### config.mk
export PLATFORM = sky130hd
export DESIGN_NAME = triangle_pair_index_packer
export DESIGN_NICKNAME = d
export VERILOG_FILES = /design/src/hw/rtl/tpip_pkg.sv /design/src/hw/rtl/tpip_front.sv /design/src/hw/rtl/tpip_queue.sv /design/src/hw/rtl/tpip_back.sv /design/src/hw/rtl/triangle_pair_index_packer.sv
export SDC_FILE = /design/constraint.sdc
export NUM_CORES = 2
export LEC_CHECK = 0
export BUFFER_PORTS_ARGS = -buffer_cell sky130_fd_sc_hd__buf_4
export CAP_MARGIN = 20
export CORE_ASPECT_RATIO = 0.75
export CORE_UTILIZATION = 58
export CTS_CLUSTER_SIZE = 16
export DETAILED_ROUTE_END_ITERATION = 10
export PLACE_DENSITY = 0.78
export SETUP_SLACK_MARGIN = 0.1
export SLEW_MARGIN = 20
export SYNTH_ARGS = -nofsm -noshare
export SYNTH_HDL_FRONTEND = slang
export SYNTH_SLANG_ARGS = --single-unit
### constraint.sdc
create_clock -name i_clk -period 21.1 [get_ports i_clk]
set_input_delay 5.275 -clock i_clk [delete_from_list [all_inputs] [get_ports i_clk]]
set_output_delay 5.275 -clock i_clk [all_outputs]
set_load 0.05 [all_outputs]
### src/hw/rtl/tpip_pkg.sv
package tpip_pkg;

    // default and port width of a vertex index
    localparam int INDEX_WIDTH = 32;
    localparam int PORT_WIDTH  = 32;

    // one queue entry holds up to two singles or one pair
    localparam int SLOTS      = 6;
    localparam int SLOT_W     = $clog2(SLOTS);
    localparam int CNT_W      = $clog2(SLOTS + 1);
    localparam int SINGLE_LEN = 3;
    localparam int PAIR_LEN   = 4;
    localparam int DOUBLE_LEN = 6;

    // entries between front and back
    localparam int QUEUE_DEPTH = 2;

endpackage

### src/hw/rtl/tpip_front.sv
module tpip_front #(
    parameter int W = tpip_pkg::INDEX_WIDTH
) (
    input  logic                                  i_clk,
    input  logic                                  i_rst_n,
    input  logic                                  i_valid,
    output logic                                  o_stall,
    input  logic [W-1:0]                          i_first,
    input  logic [W-1:0]                          i_second,
    input  logic [W-1:0]                          i_third,
    input  logic                                  i_final,
    input  logic                                  i_full,
    output logic                                  o_push,
    output logic [tpip_pkg::SLOTS-1:0][W-1:0]     o_slots,
    output logic [tpip_pkg::CNT_W-1:0]            o_cnt
);

    logic                r_pend_valid;
    logic                n_pend_valid;
    logic [2:0][W-1:0]   r_pend;
    logic [2:0][W-1:0]   tri_new;
    logic [2:0][W-1:0]   rot_pend;
    logic [2:0][W-1:0]   rot_new;
    logic                accept;
    logic                nondeg;
    logic                found;
    logic                merge;
    logic [W-1:0]        ea;
    logic [W-1:0]        eb;
    logic [W-1:0]        ec;
    logic [W-1:0]        ed;

    // rotate a single so that its first index is >= its second
    function automatic logic [2:0][W-1:0] rot3(input logic [2:0][W-1:0] t);
        logic [2:0][W-1:0] r;
        if (t[0] >= t[1]) begin
            r[0] = t[0]; r[1] = t[1]; r[2] = t[2];
        end else if (t[1] >= t[2]) begin
            r[0] = t[1]; r[1] = t[2]; r[2] = t[0];
        end else begin
            r[0] = t[2]; r[1] = t[0]; r[2] = t[1];
        end
        return r;
    endfunction

    assign tri_new[0] = i_first;
    assign tri_new[1] = i_second;
    assign tri_new[2] = i_third;

    assign o_stall = i_full;
    assign accept  = i_valid && !i_full;

    assign rot_pend = rot3(r_pend);
    assign rot_new  = rot3(tri_new);

    // pending triangle must have three distinct corners to pair
    assign nondeg = (r_pend[0] != r_pend[1]) && (r_pend[1] != r_pend[2])
                 && (r_pend[2] != r_pend[0]);

    // search for a shared edge, pending edges in order, then new edges
    always_comb begin
        found = 1'b0;
        ea    = r_pend[0];
        eb    = r_pend[1];
        ec    = r_pend[2];
        ed    = tri_new[2];
        for (int i = 0; i < 3; i++) begin
            for (int j = 0; j < 3; j++) begin
                if (!found && tri_new[j] == r_pend[(i + 1) % 3]
                        && tri_new[(j + 1) % 3] == r_pend[i]) begin
                    found = 1'b1;
                    ea    = r_pend[i];
                    eb    = r_pend[(i + 1) % 3];
                    ec    = r_pend[(i + 2) % 3];
                    ed    = tri_new[(j + 2) % 3];
                end
            end
        end
    end

    assign merge = r_pend_valid && nondeg && found;

    // build the queue entry for this transaction
    always_comb begin
        o_slots      = '0;
        o_cnt        = '0;
        n_pend_valid = r_pend_valid;
        if (merge) begin
            if (ea < eb) begin
                o_slots[0] = ea; o_slots[1] = eb; o_slots[2] = ec; o_slots[3] = ed;
            end else begin
                o_slots[0] = eb; o_slots[1] = ea; o_slots[2] = ed; o_slots[3] = ec;
            end
            o_cnt        = tpip_pkg::CNT_W'(tpip_pkg::PAIR_LEN);
            n_pend_valid = 1'b0;
        end else if (r_pend_valid) begin
            o_slots[2:0] = rot_pend;
            if (i_final) begin
                o_slots[5:3] = rot_new;
                o_cnt        = tpip_pkg::CNT_W'(tpip_pkg::DOUBLE_LEN);
                n_pend_valid = 1'b0;
            end else begin
                o_cnt        = tpip_pkg::CNT_W'(tpip_pkg::SINGLE_LEN);
                n_pend_valid = 1'b1;
            end
        end else begin
            if (i_final) begin
                o_slots[2:0] = rot_new;
                o_cnt        = tpip_pkg::CNT_W'(tpip_pkg::SINGLE_LEN);
                n_pend_valid = 1'b0;
            end else begin
                n_pend_valid = 1'b1;
            end
        end
    end

    assign o_push = accept && (o_cnt != '0);

    // pending flag
    always_ff @(posedge i_clk) begin
        if (!i_rst_n) begin
            r_pend_valid <= 1'b0;
        end else if (accept) begin
            r_pend_valid <= n_pend_valid;
        end
    end

    // pending corners, loaded whenever a new triangle is kept
    always_ff @(posedge i_clk) begin
        if (accept && !merge && !i_final) begin
            r_pend <= tri_new;
        end
    end

    a_push_len: assert property (@(posedge i_clk) disable iff (!i_rst_n)
        o_push |-> (o_cnt == tpip_pkg::CNT_W'(tpip_pkg::SINGLE_LEN)
                 || o_cnt == tpip_pkg::CNT_W'(tpip_pkg::PAIR_LEN)
                 || o_cnt == tpip_pkg::CNT_W'(tpip_pkg::DOUBLE_LEN)))
        else $error("front pushed an entry of bad length");

    a_final_clears: assert property (@(posedge i_clk) disable iff (!i_rst_n)
        (accept && i_final) |=> !r_pend_valid)
        else $error("triangle left pending after final transaction");

endmodule

### src/hw/rtl/tpip_queue.sv
module tpip_queue #(
    parameter int W = tpip_pkg::INDEX_WIDTH
) (
    input  logic                                  i_clk,
    input  logic                                  i_rst_n,
    input  logic                                  i_push,
    input  logic [tpip_pkg::SLOTS-1:0][W-1:0]     i_slots,
    input  logic [tpip_pkg::CNT_W-1:0]            i_cnt,
    output logic                                  o_full,
    input  logic                                  i_pop,
    output logic                                  o_valid,
    output logic [tpip_pkg::SLOTS-1:0][W-1:0]     o_slots,
    output logic [tpip_pkg::CNT_W-1:0]            o_cnt
);

    localparam int DEPTH = tpip_pkg::QUEUE_DEPTH;
    localparam int PTR_W = (DEPTH > 1) ? $clog2(DEPTH) : 1;
    localparam int FILL_W = $clog2(DEPTH + 1);

    logic [tpip_pkg::SLOTS-1:0][W-1:0]  r_slots [DEPTH];
    logic [tpip_pkg::CNT_W-1:0]         r_cnt   [DEPTH];
    logic [PTR_W-1:0]                   r_wr_ptr;
    logic [PTR_W-1:0]                   r_rd_ptr;
    logic [FILL_W-1:0]                  r_fill;
    logic [PTR_W-1:0]                   n_wr_ptr;
    logic [PTR_W-1:0]                   n_rd_ptr;

    assign o_full  = (r_fill == FILL_W'(DEPTH));
    assign o_valid = (r_fill != '0);
    assign o_slots = r_slots[r_rd_ptr];
    assign o_cnt   = r_cnt[r_rd_ptr];

    // wrapping pointers
    assign n_wr_ptr = (r_wr_ptr == PTR_W'(DEPTH - 1)) ? '0 : r_wr_ptr + PTR_W'(1);
    assign n_rd_ptr = (r_rd_ptr == PTR_W'(DEPTH - 1)) ? '0 : r_rd_ptr + PTR_W'(1);

    // pointers and fill level
    always_ff @(posedge i_clk) begin
        if (!i_rst_n) begin
            r_wr_ptr <= '0;
            r_rd_ptr <= '0;
            r_fill   <= '0;
        end else begin
            if (i_push) begin
                r_wr_ptr <= n_wr_ptr;
            end
            if (i_pop) begin
                r_rd_ptr <= n_rd_ptr;
            end
            if (i_push && !i_pop) begin
                r_fill <= r_fill + FILL_W'(1);
            end else if (!i_push && i_pop) begin
                r_fill <= r_fill - FILL_W'(1);
            end
        end
    end

    // entry storage
    always_ff @(posedge i_clk) begin
        if (i_push) begin
            r_slots[r_wr_ptr] <= i_slots;
            r_cnt[r_wr_ptr]   <= i_cnt;
        end
    end

    a_fill_bound: assert property (@(posedge i_clk) disable iff (!i_rst_n)
        r_fill <= FILL_W'(DEPTH))
        else $error("queue fill level beyond depth");

    a_pop_nonempty: assert property (@(posedge i_clk) disable iff (!i_rst_n)
        i_pop |-> o_valid)
        else $error("pop from empty queue");

endmodule

### src/hw/rtl/tpip_back.sv
module tpip_back #(
    parameter int W = tpip_pkg::INDEX_WIDTH
) (
    input  logic                                  i_clk,
    input  logic                                  i_rst_n,
    input  logic                                  i_head_valid,
    input  logic [tpip_pkg::SLOTS-1:0][W-1:0]     i_head_slots,
    input  logic [tpip_pkg::CNT_W-1:0]            i_head_cnt,
    output logic                                  o_pop,
    output logic                                  o_valid,
    input  logic                                  i_stall,
    output logic [W-1:0]                          o_index,
    output logic                                  o_run_end
);

    logic [tpip_pkg::SLOT_W-1:0]  r_slot;
    logic                         r_valid;
    logic [W-1:0]                 r_index;
    logic                         r_run_end;
    logic                         load;
    logic                         last;

    // output register takes a new index when empty or being drained
    assign load = i_head_valid && (!r_valid || !i_stall);
    assign last = (tpip_pkg::CNT_W'(r_slot) == i_head_cnt - tpip_pkg::CNT_W'(1));
    assign o_pop = load && last;

    assign o_valid   = r_valid;
    assign o_index   = r_index;
    assign o_run_end = r_run_end;

    // slot counter and output valid
    always_ff @(posedge i_clk) begin
        if (!i_rst_n) begin
            r_slot  <= '0;
            r_valid <= 1'b0;
        end else begin
            if (load) begin
                r_slot  <= last ? '0 : r_slot + tpip_pkg::SLOT_W'(1);
                r_valid <= 1'b1;
            end else if (!i_stall) begin
                r_valid <= 1'b0;
            end
        end
    end

    // output payload
    always_ff @(posedge i_clk) begin
        if (load) begin
            r_index   <= i_head_slots[r_slot];
            r_run_end <= last;
        end
    end

    a_slot_in_entry: assert property (@(posedge i_clk) disable iff (!i_rst_n)
        i_head_valid |-> (tpip_pkg::CNT_W'(r_slot) < i_head_cnt))
        else $error("slot counter beyond entry length");

    a_pop_resets_slot: assert property (@(posedge i_clk) disable iff (!i_rst_n)
        o_pop |=> (r_slot == '0))
        else $error("slot counter not cleared after entry finished");

endmodule

### src/hw/rtl/triangle_pair_index_packer.sv
// Packs a stream of triangles into singles (three indices, rotated so the first is >= the
// second) and shared-edge pairs (four indices); results leave one index per cycle while
// i_stall is low, with o_run_end on the last index caused by a transaction. An input
// transaction is accepted in the cycle it is offered as long as the two-entry queue between
// the classifier and the output serializer has room, so o_stall rises only when both
// entries are waiting. The output serializer sets the sustained rate: three indices per
// single, four per pair, six for a final transaction that flushes two singles, and none for
// a triangle held as pending. Entries pass through the queue and then the output register.
module triangle_pair_index_packer #(
    parameter int INDEX_WIDTH = tpip_pkg::INDEX_WIDTH
) (
    input  logic                               i_clk,
    input  logic                               i_rst_n,
    input  logic                               i_valid,
    output logic                               o_stall,
    input  logic [tpip_pkg::PORT_WIDTH-1:0]    i_first_index,
    input  logic [tpip_pkg::PORT_WIDTH-1:0]    i_second_index,
    input  logic [tpip_pkg::PORT_WIDTH-1:0]    i_third_index,
    input  logic                               i_final_triangle,
    output logic                               o_valid,
    input  logic                               i_stall,
    output logic [tpip_pkg::PORT_WIDTH-1:0]    o_packed_index,
    output logic                               o_run_end
);

    logic                                             q_full;
    logic                                             q_push;
    logic [tpip_pkg::SLOTS-1:0][INDEX_WIDTH-1:0]      push_slots;
    logic [tpip_pkg::CNT_W-1:0]                       push_cnt;
    logic                                             q_pop;
    logic                                             head_valid;
    logic [tpip_pkg::SLOTS-1:0][INDEX_WIDTH-1:0]      head_slots;
    logic [tpip_pkg::CNT_W-1:0]                       head_cnt;
    logic [INDEX_WIDTH-1:0]                           out_index;

    // classify each transaction and build its queue entry
    tpip_front #(.W(INDEX_WIDTH)) u_front (
        .i_clk    (i_clk),
        .i_rst_n  (i_rst_n),
        .i_valid  (i_valid),
        .o_stall  (o_stall),
        .i_first  (i_first_index[INDEX_WIDTH-1:0]),
        .i_second (i_second_index[INDEX_WIDTH-1:0]),
        .i_third  (i_third_index[INDEX_WIDTH-1:0]),
        .i_final  (i_final_triangle),
        .i_full   (q_full),
        .o_push   (q_push),
        .o_slots  (push_slots),
        .o_cnt    (push_cnt)
    );

    // decoupling queue
    tpip_queue #(.W(INDEX_WIDTH)) u_queue (
        .i_clk   (i_clk),
        .i_rst_n (i_rst_n),
        .i_push  (q_push),
        .i_slots (push_slots),
        .i_cnt   (push_cnt),
        .o_full  (q_full),
        .i_pop   (q_pop),
        .o_valid (head_valid),
        .o_slots (head_slots),
        .o_cnt   (head_cnt)
    );

    // serialize entries onto the output channel
    tpip_back #(.W(INDEX_WIDTH)) u_back (
        .i_clk        (i_clk),
        .i_rst_n      (i_rst_n),
        .i_head_valid (head_valid),
        .i_head_slots (head_slots),
        .i_head_cnt   (head_cnt),
        .o_pop        (q_pop),
        .o_valid      (o_valid),
        .i_stall      (i_stall),
        .o_index      (out_index),
        .o_run_end    (o_run_end)
    );

    assign o_packed_index = tpip_pkg::PORT_WIDTH'(out_index);

endmodule

==> impl_metrics.yaml <==
outcome:
  outcome: "finished, violations left"
  failed_checks: "DRC"
die:
  dieArea_um2: 66100
  start_util_pct: 59.0
  ios: 136
  die_width_um: 296
  die_h_um: 223
  core-area_um2: 64000
  rows: 80
timing:
  fin_skew_ns: 0.0355
  setup_ws_ns: 8.33
  slew_viol_final: 0
  final.setup.tns_ns: 0
  rsz0062_at_grt: "no"
  whs_ns: 0.518
  fin_crit_sh_pct: 60.5
  finalCriticalPeriod_ns: 12.77
  hold_violations: 0
  fmaxAchievable_ghz: 0.0783
  setup_violations: 0
  slew_headroom_pct: 18.8
  tightest_slew_ns: 1.22
place:
  detailed_place_hpwl_um: 93800
  io_buffers: 135
  globalplace.congestion: 1.14
  dpl-instance-area_um2: 38300
  placed_cells: 4202
  place_ws_ns: 8.20
yosys:
  synth_nets: 3856
  synth_most_common_cell: "edfxtp_1"
  netlist_area_um2: 37700
  syn_area_per_cell_um2: 10.5
  synth_seq_cells: 529
  yosysTopAreaCellShare_pct: 41.3
  synth-main-ff-cell: "edfxtp_1"
  synth_commonest_cells: "519 x edfxtp_1, 293 x xnor2_1, 239 x nand2_1"
  postSynth.asyncResetShare_pct: 0
  ys_warn_count: 0
  synth.distinct_cells: 73
  synthCells: 3591
  synth_edf_count: 519
  synth-seq-area-share_pct: 41.8
  yosys.area.top_type: "edfxtp_1"
  synthTopCellsByArea: "edfxtp_1 41%, xnor2_1 6.8%, mux4_2 5.7%"
clock_tree:
  post-cts-setup-buffers: 0
  clockRootBuffer: "clkbuf_16"
  clk_pin_slew_worst_paths_ns: 0.06
  htreeDepth: 2
  clock_path_buffers: 3
  cts.sinks: 529
  numCtsBuffers: 53
  cts_resized: 0
  insertion_delay_ns: 0.63
  cts_tree: "done"
  hold_buffers: 0
worst_setup_path:
  crit_path_end_kind: "register"
  start_kind: "input port"
  path_class: "input port to register"
  crit_required_ns: 21.47
  arrival_ns: 13.14
  worstPathMaxFanout: 76
power:
  power_leakage_nw: 14.4
  power_density_nw_per_um2: 89.2
  finalPower_mw: 3.58
  vdd_ir_drop_max_v: 0.0000951
cells_and_area:
  fin_util_pct: 62.7
  synthToLayoutAreaGrowth_pct: 6.29
  fin_area_um2: 40100
  drive_gt1_share_pct: 14.5
  instances_no_fill: 4304
  layout.nets: 3662
route:
  ant_nets: 0
  via_per_inst: 7.23
  drc: 4
  dr.pass1.iters: 11
  drt_iter0_drc: 5804
  wl_um: 138000
  vias: 31100
  post_drt_wl_per_cell_um: 32.0
global_routing:
  grt-ovfl-total: 0
  antenna_found_initial: 0
  grt_start_max_net_pins: 86
  grt_pass1_vias: 28600
  grt_usage_pct: 41.4
  grt_pass1_wl_um: 198000
min_path:
  hp-class: "register to register"
run:
  cap_viol_max_count: 0
-- worst max-delay path, cell delays in order --
cell       delay (ns)
buf_4            0.18
xor2_1           0.16
nor4_1           0.57
nand4_1          0.31
nand4bb_1        0.56
nand3_2          0.16
buf_4            0.50
nor2_4           0.25
buf_4            0.43
a222oi_1         0.49
inv_1            0.09
ha_1             0.32
nand4_1          0.12
nor3_1           0.57
nand3_1          0.22
nor3_1           0.28
nand4_1          0.13
o2bb2ai_1        0.18
a22oi_2          0.23
buf_4            0.38
buf_4            0.84
mux2_2           0.42
a22oi_1          0.31
-- cells in the final DEF, fill, tap and decap left out, types with 46 or more instances in the layout --
| cell type | count |
|---|---|
| a21oi_1 | 203 |
| a222oi_1 | 52 |
| a31oi_1 | 70 |
| and2_1 | 58 |
| and3_1 | 46 |
| buf_4 | 183 |
| clkbuf_16 | 53 |
| edfxtp_1 | 519 |
| ha_1 | 164 |
| inv_1 | 195 |
| mux2_2 | 75 |
| mux2i_1 | 136 |
| mux4_2 | 96 |
| nand2_1 | 239 |
| nand4_1 | 114 |
| nor2_1 | 153 |
| o211ai_1 | 86 |
| o21ai_0 | 113 |
| o22ai_1 | 82 |
| xnor2_1 | 293 |
-- power breakdown --
part | total, mW | switching [mW] | internal [mW] | leakage, nW
Combinational | 1.15 | 0.719 | 0.429 | 8.58
Sequential | 1.45 | 0.133 | 1.32 | 4.95
Clock | 0.976 | 0.424 | 0.552 | 0.859
Total | 3.58 | 1.28 | 2.30 | 14.4
-- cells by family (layout without fill, tap and decap cells) --
kind of cell	Yosys count	after routing	share of synthesized area, %
buffers and inverters	629	479	7.21
adders and majority gates	164	164	5.44
muxes	307	307	11.6
and+or+nand+nor	711	711	9.33
DFF	529	529	41.8
other	0	2	0
AOI/OAI and AO/OA	922	922	17.0
xor gates and xnor gates	329	329	7.64
-- final cells by class --
type	count	area, um^2
Timing Repair Buffer	184	1390
Antenna cell	2	5.00
Inverter	196	736
Tap cell	861	1080
Fill cell	5061	23900
Multi-Input combinational cell	2433	19300
Clock buffer	69	1420
Sequential cell	529	15800
Clock inverter	30	344
-- final timing paths --
| check | from | end | slack (ns) | cells past startpoint |
|---|---|---|---|---|
| worst max-delay path | i_first_index[30] | u_queue.r_slots[0][31] | 8.33 | 23 |
| worst min-delay path | u_back.o_valid | u_back.o_valid | 0.52 | 2 |
| worst max register to register | u_front.r_pend[30] | u_queue.r_slots[0][31] | 12.24 | 22 |
| worst min register to register | u_back.o_valid | u_back.o_valid | 0.52 | 2 |
-- routing by layer --
| layer | part of all wire, % | wire (um) | up-vias | GRT usage (%) |
|---|---|---|---|---|
| li1 | - | - | 13100 | - |
| met1 | 36 | 49900 | 14800 | 54.3 |
| met2 | 41 | 56700 | 2649 | 59.0 |
| met3 | 15 | 20100 | 581 | 13.5 |
| met4 | 7.8 | 10800 | 4 | 25.6 |
| met5 | 0.12 | 163 | - | 1.92 |
-- registers in the layout (all words and copies together), names as in the netlist, 2 cells and up, named ones only --
register	cells
u_queue.r_slots	384
u_front.r_pend	96
u_back.o_index	32
u_queue.r_cnt	6
u_back.r_slot	3
u_queue.r_fill	2
(Power assumes the default switching activity.)
